File: src/hdl/dnle_pkg.sv
// Shared constants and types for the DNS name label encoder.
// No dependencies; used by the label cell chain and the top level.
package dnle_pkg;

    localparam int MAX_LABEL = 62;
    localparam int LEN_W     = $clog2(MAX_LABEL + 1);
    localparam int BYTE_W    = 8;

    localparam logic [BYTE_W-1:0] DOT_CHAR  = 8'h2E;
    localparam logic [BYTE_W-1:0] TERM_BYTE = 8'h00;

    // Control word from the sequencer to the cell chain
    typedef struct packed {
        logic              load;
        logic              shift;
        logic [LEN_W-1:0]  wr_idx;
        logic [BYTE_W-1:0] wr_byte;
    } t_chain_ctl;

endpackage

File: src/hdl/dnle_cell.sv
// One byte cell of the label chain: loads a new character or takes its
// neighbor's byte on a shift. Depends on dnle_pkg.
module dnle_cell (
    input  logic                        i_clk,
    input  logic                        i_load,
    input  logic                        i_shift,
    input  logic [dnle_pkg::BYTE_W-1:0] i_wr_byte,
    input  logic [dnle_pkg::BYTE_W-1:0] i_next_byte,
    output logic [dnle_pkg::BYTE_W-1:0] o_byte
);

    logic [dnle_pkg::BYTE_W-1:0] r_byte;

    always_ff @(posedge i_clk) begin
        if (i_shift) begin
            r_byte <= i_next_byte;
        end else if (i_load) begin
            r_byte <= i_wr_byte;
        end
    end

    assign o_byte = r_byte;

endmodule

File: src/hdl/dnle_chain.sv
// Row of MAX_LABEL byte cells holding the current label; the head cell
// feeds the output and each shift moves every byte one cell toward it.
// Depends on dnle_pkg and dnle_cell.
module dnle_chain (
    input  logic                        i_clk,
    input  dnle_pkg::t_chain_ctl        i_ctl,
    output logic [dnle_pkg::BYTE_W-1:0] o_head
);

    logic [dnle_pkg::BYTE_W-1:0] w_cell [dnle_pkg::MAX_LABEL];

    for (genvar g = 0; g < dnle_pkg::MAX_LABEL; g++) begin : g_cell
        logic [dnle_pkg::BYTE_W-1:0] w_next;
        logic                        w_load;

        if (g == dnle_pkg::MAX_LABEL - 1) begin : g_tail
            assign w_next = dnle_pkg::TERM_BYTE;
        end else begin : g_body
            assign w_next = w_cell[g+1];
        end

        assign w_load = i_ctl.load && (i_ctl.wr_idx == dnle_pkg::LEN_W'(g));

        dnle_cell u_cell (
            .i_clk       (i_clk),
            .i_load      (w_load),
            .i_shift     (i_ctl.shift),
            .i_wr_byte   (i_ctl.wr_byte),
            .i_next_byte (w_next),
            .o_byte      (w_cell[g])
        );
    end

    assign o_head = w_cell[0];

endmodule

File: src/hdl/dns_name_label_encoder.sv
// DNS name label encoder: takes a dotted host name one character per word
// and emits DNS wire labels (length byte, label bytes) and a zero
// terminator flagged last, with error set on it for an empty leading or interior
// label or a label longer than 62 bytes. One name is worked on at a time.
// A plain character is taken while idle. A dot closing a label stalls input
// while the length and label bytes go out; an end of name also sends the
// terminator, alone with no pending label. The output port sends one byte
// a cycle unless stalled, as the label drains through the chain to the head.
// Depends on dnle_pkg and dnle_chain.
module dns_name_label_encoder (
    input  logic       i_clk,
    input  logic       i_rst_n,
    input  logic       i_in_valid,
    output logic       o_in_stall,
    input  logic [7:0] i_name_byte,
    input  logic       i_end_of_name,
    output logic       o_out_valid,
    input  logic       i_out_stall,
    output logic [7:0] o_out_byte,
    output logic       o_last,
    output logic       o_error
);

    typedef enum logic [1:0] {
        S_IDLE,
        S_LEN,
        S_DATA,
        S_TERM
    } t_state;

    t_state                         r_state;
    logic [dnle_pkg::LEN_W-1:0]     r_len;
    logic                           r_pending;
    logic                           r_name_err;
    logic                           r_started;
    logic                           r_term_after;
    logic                           r_out_valid;
    logic [dnle_pkg::BYTE_W-1:0]    r_out_byte;
    logic                           r_last;
    logic                           r_error;

    logic                           w_out_free;
    logic                           w_emit;
    logic                           w_accept;
    logic                           w_is_dot;
    logic                           w_room;
    logic                           w_item_err;
    logic [dnle_pkg::BYTE_W-1:0]    w_head;
    dnle_pkg::t_chain_ctl           w_ctl;

    assign w_out_free = !r_out_valid || !i_out_stall;
    assign w_emit     = w_out_free && (r_state != S_IDLE);
    assign w_accept   = i_in_valid && (r_state == S_IDLE);
    assign w_is_dot   = (i_name_byte == dnle_pkg::DOT_CHAR);
    assign w_room     = (r_len < dnle_pkg::LEN_W'(dnle_pkg::MAX_LABEL));
    // empty interior label on a dot, or an overlong byte that gets dropped
    assign w_item_err = w_is_dot ? ((r_len == '0) && r_started) : !w_room;

    always_comb begin
        w_ctl.load    = w_accept && !i_end_of_name && !w_is_dot && w_room;
        w_ctl.shift   = (r_state == S_DATA) && w_out_free;
        w_ctl.wr_idx  = r_len;
        w_ctl.wr_byte = i_name_byte;
    end

    dnle_chain u_chain (
        .i_clk  (i_clk),
        .i_ctl  (w_ctl),
        .o_head (w_head)
    );

    always_ff @(posedge i_clk) begin
        if (!i_rst_n) begin
            r_state      <= S_IDLE;
            r_len        <= '0;
            r_pending    <= 1'b0;
            r_name_err   <= 1'b0;
            r_started    <= 1'b0;
            r_term_after <= 1'b0;
            r_out_valid  <= 1'b0;
        end else begin
            if (w_emit) begin
                r_out_valid <= 1'b1;
            end else if (!i_out_stall) begin
                r_out_valid <= 1'b0;
            end
            case (r_state)
                S_IDLE: begin
                    if (w_accept) begin
                        if (i_end_of_name) begin
                            r_term_after <= 1'b1;
                            r_state      <= (r_len != '0) ? S_LEN : S_TERM;
                        end else begin
                            // a leading empty label turns into an error once more follows
                            if (r_pending || w_item_err) begin
                                r_name_err <= 1'b1;
                            end
                            r_pending <= w_is_dot && (r_len == '0) && !r_started;
                            if (w_is_dot && (r_len != '0)) begin
                                r_term_after <= 1'b0;
                                r_state      <= S_LEN;
                            end else if (!w_is_dot && w_room) begin
                                r_len <= r_len + dnle_pkg::LEN_W'(1);
                            end
                            r_started <= 1'b1;
                        end
                    end
                end
                S_LEN: begin
                    if (w_out_free) begin
                        r_out_byte  <= {{(dnle_pkg::BYTE_W-dnle_pkg::LEN_W){1'b0}}, r_len};
                        r_last      <= 1'b0;
                        r_error     <= 1'b0;
                        r_state     <= S_DATA;
                    end
                end
                S_DATA: begin
                    if (w_out_free) begin
                        r_out_byte  <= w_head;
                        r_last      <= 1'b0;
                        r_error     <= 1'b0;
                        r_len       <= r_len - dnle_pkg::LEN_W'(1);
                        if (r_len == dnle_pkg::LEN_W'(1)) begin
                            r_state <= r_term_after ? S_TERM : S_IDLE;
                        end
                    end
                end
                S_TERM: begin
                    if (w_out_free) begin
                        r_out_byte  <= dnle_pkg::TERM_BYTE;
                        r_last      <= 1'b1;
                        r_error     <= r_name_err;
                        r_name_err  <= 1'b0;
                        r_pending   <= 1'b0;
                        r_started   <= 1'b0;
                        r_len       <= '0;
                        r_state     <= S_IDLE;
                    end
                end
                default: begin
                    r_state <= S_IDLE;
                end
            endcase
        end
    end

    assign o_in_stall  = (r_state != S_IDLE);
    assign o_out_valid = r_out_valid;
    assign o_out_byte  = r_out_byte;
    assign o_last      = r_last;
    assign o_error     = r_error;

endmodule

File: config.mk
export PLATFORM = sky130hd
export DESIGN_NAME = dns_name_label_encoder
export DESIGN_NICKNAME = d
export VERILOG_FILES = /design/src/hdl/dnle_pkg.sv /design/src/hdl/dnle_cell.sv /design/src/hdl/dnle_chain.sv /design/src/hdl/dns_name_label_encoder.sv
export SDC_FILE = /design/constraint.sdc
export NUM_CORES = 1
export LEC_CHECK = 0
export BUFFER_PORTS_ARGS = -buffer_cell sky130_fd_sc_hd__clkbuf_2
export CORE_MARGIN = 5
export CORE_UTILIZATION = 34
export CTS_BUF_LIST = sky130_fd_sc_hd__clkbuf_16
export CTS_CLUSTER_DIAMETER = 80
export CTS_CLUSTER_SIZE = 10
export DETAILED_ROUTE_END_ITERATION = 8
export PLACE_DENSITY_LB_ADDON = 0.2
export RECOVER_POWER = 100
export SYNTH_ARGS = -nofsm -noshare
export SYNTH_HDL_FRONTEND = slang
export SYNTH_SLANG_ARGS = --single-unit
File: constraint.sdc
create_clock -name i_clk -period 3.64 [get_ports i_clk]
set_clock_uncertainty 0.1 [all_clocks]
set_input_delay 0.728 -clock i_clk [delete_from_list [all_inputs] [get_ports i_clk]]
set_output_delay 0.728 -clock i_clk [all_outputs]
set_load 0.01 [all_outputs]
==> results.toml, run 1 <==
[run_status]
status = "complete, but fails checks"
failed_checks = "max-capacitance violations, max-slew violations"

[clock_tree]
cts-resized-gates = 0
cts.clk_slew.worst_paths_ns = 0.06
cts_max_level = 2
clock_sinks = 519
numCtsBuffers = 57
clkLatencyLatePin_ns = 0.60
hold_buffers = 0
cts_tree = "done"
postCtsSetupBuffers = 0
clock-root-buffer = "clkbuf_16"
clockBufferDepth = 3

[setup_path]
cpPeakStageDelay_ns = 1.01
cpMaxStageDelayCell = "a21oi_2"
path_class = "flip-flop to flip-flop"
r2r_start = "r_state[0]"
start_kind = "flip-flop"
r2r_end = "u_chain.g_cell[0].u_cell.o_byte[1]"
reg2reg_slack_ns = 0.55
critPathMaxFanout = 20
reg2reg_depth = 7
cp_cell_sequence = "inv_1 > ha_1 > inv_1 > a21oi_2 > clkbuf_1 > nand2_1 > nand2_1"
critPathArrivalTime_ns = 3.44
worst_setup_path_end_kind = "flip-flop"
critPathBufInv = 3
crit_required_ns = 3.98
cpLargestDelayFamily = "compound AO/OA/AOI/OAI gates"

[detailed_routing]
vias_per_cell = 4.77
wl_per_cell_um = 18.1
dr.pass1.iters = 5
routed_wl_um = 50200
ant_nets = 0
drc = 0
vias = 13200
drt-initial-drc-count = 1148

[timing]
rsz0062_at_grt = "no"
maxSlewHeadroom_pct = -7.80
worst_slew_pin_slew_ns = 1.60
post-route-min-period_ns = 3.09
maxClockFrequency_mhz = 323
fin_tns_setup_ns = 0
hold_viol_final = 0
hold_ws_ns = 0.313
setup-violations-final = 0
fin_crit_sh_pct = 85.0
drv_slew = 9

[grt]
grtUsageMet3_pct = 3.40
grt_pass1_wl_um = 78100
antenna_found_initial = 1
global_route.usage.met2_pct = 22.9
grt_usage_pct = 14.9
grt_pass1_vias = 13400
use_met1_pct = 21.2
gr-total-overflow = 0
grt_max_degree = 117
grt_busiest_layer = "met2"

[floorplan]
rows = 91
die_x_um = 259
die-area_um2 = 67100
die_y_um = 259
fp.coreArea_um2 = 61600
ioPinCount = 25
start_util_pct = 34.2

[finish]
drive_above_1_share_pct = 8.08
mostFrequentLayoutCells = "1015 x nand2_1, 498 x edfxtp_1, 69 x o21ai_0"
fin_util_pct = 38.9
final_cell_area_um2 = 23900
final_common_cell = "nand2_1"
syn_to_final_growth_pct = 13.5
nets = 1930

[yosys]
synthFlopType = "edfxtp_1"
yosys_warnings = 0
syn_inst = 1864
synth_edf_count = 498
synth.distinct_cells = 52
netlist_area_um2 = 21100
synth_nets = 1887
syn-mean-instance-area_um2 = 11.3
synth-seq-cells = 519
ys_seq_area_share_pct = 72.9
async_reset_ff_share_pct = 0

[hold_path]
hold_path_depth = 3
hold_class = "input pin to flip-flop"
min_from = "i_name_byte[6]"
whs_endpoint = "u_chain.g_cell[61].u_cell.o_byte[6]"

[pwr]
p_leak_nw = 8.79
power_density_nw_per_um2 = 736
peakVddDrop_mv = 0.399
p_total_mw = 17.6

[placed_design]
dp_hpwl_um = 28800
place_congestion = 0.780
placed_area_um2 = 22500
portBuffers = 24

[flow_run]
maxCapViolations = 1
[synthesized netlist by cell type (2+ instances only)]
master | instances | area (um^2)
or3_1 | 3 | 18.8
a211o_1 | 2 | 17.5
buf_6 | 4 | 45.0
ha_1 | 10 | 125
clkbuf_1 | 63 | 236
o21ai_0 | 19 | 95.1
buf_4 | 3 | 22.5
nor3b_1 | 2 | 15.0
buf_1 | 3 | 11.3
nand4bb_2 | 2 | 32.5
a21oi_1 | 7 | 35.0
nor2_1 | 24 | 90.1
and2_1 | 4 | 25.0
nor2b_1 | 3 | 18.8
inv_1 | 7 | 26.3
nand3_1 | 5 | 25.0
mux2i_1 | 12 | 120
buf_2 | 58 | 290
nor3_1 | 4 | 20.0
a211oi_1 | 3 | 22.5
nand2_1 | 1024 | 3840
dfxtp_1 | 21 | 420
a32o_1 | 2 | 20.0
o21ai_1 | 50 | 250
nand4_1 | 2 | 12.5
edfxtp_1 | 498 | 15000
nand3b_1 | 2 | 15.0
o31ai_1 | 3 | 22.5
[final cells by class]
class                      instances  area, um^2
antenna                            7        17.5
clock buffer                      59        1480
clock inverter                    24        95.1
fill                            6011       37700
inverter                           8        30.0
multi-input combinational       1206        5080
sequential                       519       15400
tap                              837        1050
timing repair buffer             115         825
[worst max path at each step]
stage,endpoint,depth (start not counted),from
6_report,u_chain.g_cell[0].u_cell.o_byte[1],7,r_state[0]
5_1_grt,u_chain.g_cell[3].u_cell.o_byte[7],7,r_state[0]
4_1_cts,o_in_stall,4,r_state[0]
3_5_place_dp,u_chain.g_cell[2].u_cell.o_byte[7],7,i_name_byte[6]
3_3_place_gp,u_chain.g_cell[6].u_cell.o_byte[2],7,i_name_byte[6]
2_1_floorplan,u_chain.g_cell[0].u_cell.o_byte[0],6,r_len[0]
[worst register-to-register path, delay by kind of cell (launching register included)]
| family | cells | cell delay (ns) |
|---|---|---|
| fa+ha+maj | 1 | 0.23 |
| flops | 1 | 0.36 |
| buf+inv | 3 | 0.97 |
| compound gates | 1 | 1.02 |
| simple gates | 2 | 0.27 |
[metal layers]
layer  part of all wire [%]  vias to the layer above  wire (um)
met5                      0                        -          0
met2                     45                      345      22700
met4                    2.5                        0       1250
met3                    6.9                       77       3450
li1                       -                     6279          -
met1                     45                     6541      22800
[kinds of logic after synthesis]
logic type	Yosys count	share of synthesized area (%)
adder cells (fa/ha/maj)	10	0.593
flip-flops	519	72.9
AND/OR/NAND/NOR	1082	19.8
buffers and inverters	139	3.01
multiplexers	13	0.623
AO/OA/AOI/OAI	101	3.04
[stage by stage]
stage | setup WS (ns) | cells
floorplan | 1.02 | 1864
finish | 0.546 | 2775
CTS | 0.720 | 2768
global placement | 0.659 | 2685
detailed placement | 0.584 | 2685
global route | 0.300 | 2768
[registers in the layout, indices dropped and copies added (netlist names)]
register / cells
r_term_after: 1
r_name_err: 1
r_started: 1
o_out_valid: 1
r_pending: 1
o_error: 1
o_out_byte: 8
r_len: 6
r_state: 2
o_last: 1
u_chain.g_cell.u_cell.o_byte: 496
[power by group]
part           switching [mW]  internal [mW]
Combinational            2.85           1.06
Clock                    2.19           2.85
Sequential              0.364           8.33
Note: power is estimated with default switching activity, not from simulation.
==> run 2: changes to the inputs <==
==> constraint.sdc (replaced) <==
create_clock -name i_clk -period 2.7 [get_ports i_clk]
set_clock_uncertainty 0.1 [all_clocks]
set_input_delay 0.54 -clock i_clk [delete_from_list [all_inputs] [get_ports i_clk]]
set_output_delay 0.54 -clock i_clk [all_outputs]
set_load 0.01 [all_outputs]
==> run 2 against run 1 <==
Against the previous run: the flow now finishes without violations; largest power group unchanged; first-iteration DRC count fell by 19%; hold slack got worse by 0.21 ns; setup slack got worse by 0.37 ns; largest cell class unchanged; maximum frequency rose by 22%; cell area rose by 0.37%; sequential cell count did not move; non-clock buffer count rose by 14.
==> results.toml, run 2 (same netlist as run 1, synthesis figures left out) <==
[run_status]
status = "finished, final reports clean"

[timing]
fin_crit_sh_pct = 93.6
rsz0062_at_grt = "no"
drv_slew = 0
maxSlewHeadroom_pct = 32.2
maxClockFrequency_mhz = 396
hold_viol_final = 0
worst_slew_pin_slew_ns = 1.01
fin_tns_setup_ns = 0
setup-violations-final = 0
post-route-min-period_ns = 2.53

[setup_path]
r2r_start = "r_len[1]"
cp_cell_sequence = "inv_1 > buf_4 > ha_1 > or3b_1 > o31ai_1 > o221ai_2 > a31oi_2 > o221a_1"
worst_setup_path_end_kind = "flip-flop"
start_kind = "flip-flop"
path_class = "flip-flop to flip-flop"
r2r_end = "r_state[0]"
critPathMaxFanout = 5
cpPeakStageDelay_ns = 0.63
critPathArrivalTime_ns = 2.98
reg2reg_slack_ns = 0.17
reg2reg_depth = 8
crit_required_ns = 3.15
cpMaxStageDelayCell = "or3b_1"

[pwr]
peakVddDrop_mv = 0.589
p_leak_nw = 8.85
power_density_nw_per_um2 = 1000

[clock_tree]
clock-root-buffer = "clkbuf_16"
cts_max_level = 2
clock_sinks = 519
cts_tree = "done"
cts-resized-gates = 0
numCtsBuffers = 58
cts.clk_slew.worst_paths_ns = 0.06
hold_buffers = 0
clkLatencyLatePin_ns = 0.61
postCtsSetupBuffers = 0
clockBufferDepth = 3

[finish]
nets = 1945
fillerInstances = 5992
final_cells = 2784
antenna_cells = 0
final_common_cell = "nand2_1"
largest_register_ffs = 496
drive_above_1_share_pct = 8.94
mostFrequentLayoutCells = "1021 x nand2_1, 498 x edfxtp_1, 58 x clkbuf_16"
syn_to_final_growth_pct = 13.9

[detailed_routing]
wl_per_cell_um = 18.3
vias = 13300
vias_per_cell = 4.76
drc = 0
ant_nets = 0
dr.pass1.iters = 5
drt-initial-drc-count = 934
routed_wl_um = 51000

[floorplan]
rows = 91
die_x_um = 259
start_util_pct = 34.2
fp.coreArea_um2 = 61600
ioPinCount = 25
die_y_um = 259
die-area_um2 = 67100

[grt]
gr-total-overflow = 0
grt_usage_pct = 15.2
antenna_found_initial = 3
grt_pass1_vias = 13500
grt_pass1_wl_um = 79700
grt_max_degree = 89

[flow_run]
maxCapViolations = 0

[hold_path]
hold_class = "input pin to flip-flop"
min_from = "i_name_byte[4]"
hold_path_depth = 3
whs_endpoint = "u_chain.g_cell[61].u_cell.o_byte[4]"

[placed_design]
dp.cells = 2699
place_congestion = 0.823
dp_hpwl_um = 30100
portBuffers = 24
run 2: cell count changes in the layout (fill, tap and decap cells not counted), moves of 7 or more:
cell | before | now
o21ai_1 | 0 | 18
o21ai_0 | 69 | 51
clkbuf_2 | 12 | 51
diode_2 | 7 | 0
buf_4 | 53 | 22
run 2: worst max-delay path: cells and delay by family, from the launching register on:
kind	cells	cell delay [ns]
AO/OA/AOI/OAI	4	0.99
adder cells (fa/ha/maj)	1	0.22
AND/OR/NAND/NOR	1	0.63
buffers and inverters	2	0.22
flip-flops	1	0.30
run 2: worst max path at each step:
stage	from	cells after the start	end
2_1_floorplan	r_len[0]	6	u_chain.g_cell[0].u_cell.o_byte[0]
3_3_place_gp	i_name_byte[6]	7	u_chain.g_cell[43].u_cell.o_byte[3]
3_5_place_dp	i_name_byte[6]	7	u_chain.g_cell[38].u_cell.o_byte[4]
4_1_cts	r_state[1]	5	o_in_stall
5_1_grt	r_len[2]	8	u_chain.g_cell[6].u_cell.o_byte[3]
6_report	r_len[1]	8	r_state[0]
run 2: report_power, final:
part,total (mW),internal [mW],switching [mW]
Combinational,5.38,1.46,3.92
Sequential,11.7,11.2,0.464
Clock,6.95,3.91,3.04
run 2: layer usage:
layer,GRT usage (%),wire length [um]
met1,21.4,23200
met2,23.6,22700
met3,3.56,3670
met4,4.38,1300
met5,0,0
run 2: final cells by class:
cell class              count  area [um^2]  share of cell area (%)
clock buffers              58         1450                    6.04
clock inverters            27          155                   0.646
inverters                   8         30.0                   0.125
multi-input cells        1206         5080                    21.1
flip-flops and latches    519        15400                    64.0
well taps                 837         1050                    4.36
repair buffers            129          893                    3.72
run 2: through the flow:
step	hold WS, ns	total power [mW]	cell area (um^2)	utilization, %	setup WS, ns
2_1_floorplan	0.362	15.2	21100	-	0.0819
3_3_place_gp	0.382	17.5	22800	37.0	0.106
3_5_place_dp	0.386	17.6	22800	37.0	0.00668
4_1_cts	0.0876	24.6	24400	39.6	0.156
5_1_grt	0.100	25.4	24000	39.0	0.0211
6_report	0.105	24.0	24000	39.0	0.172
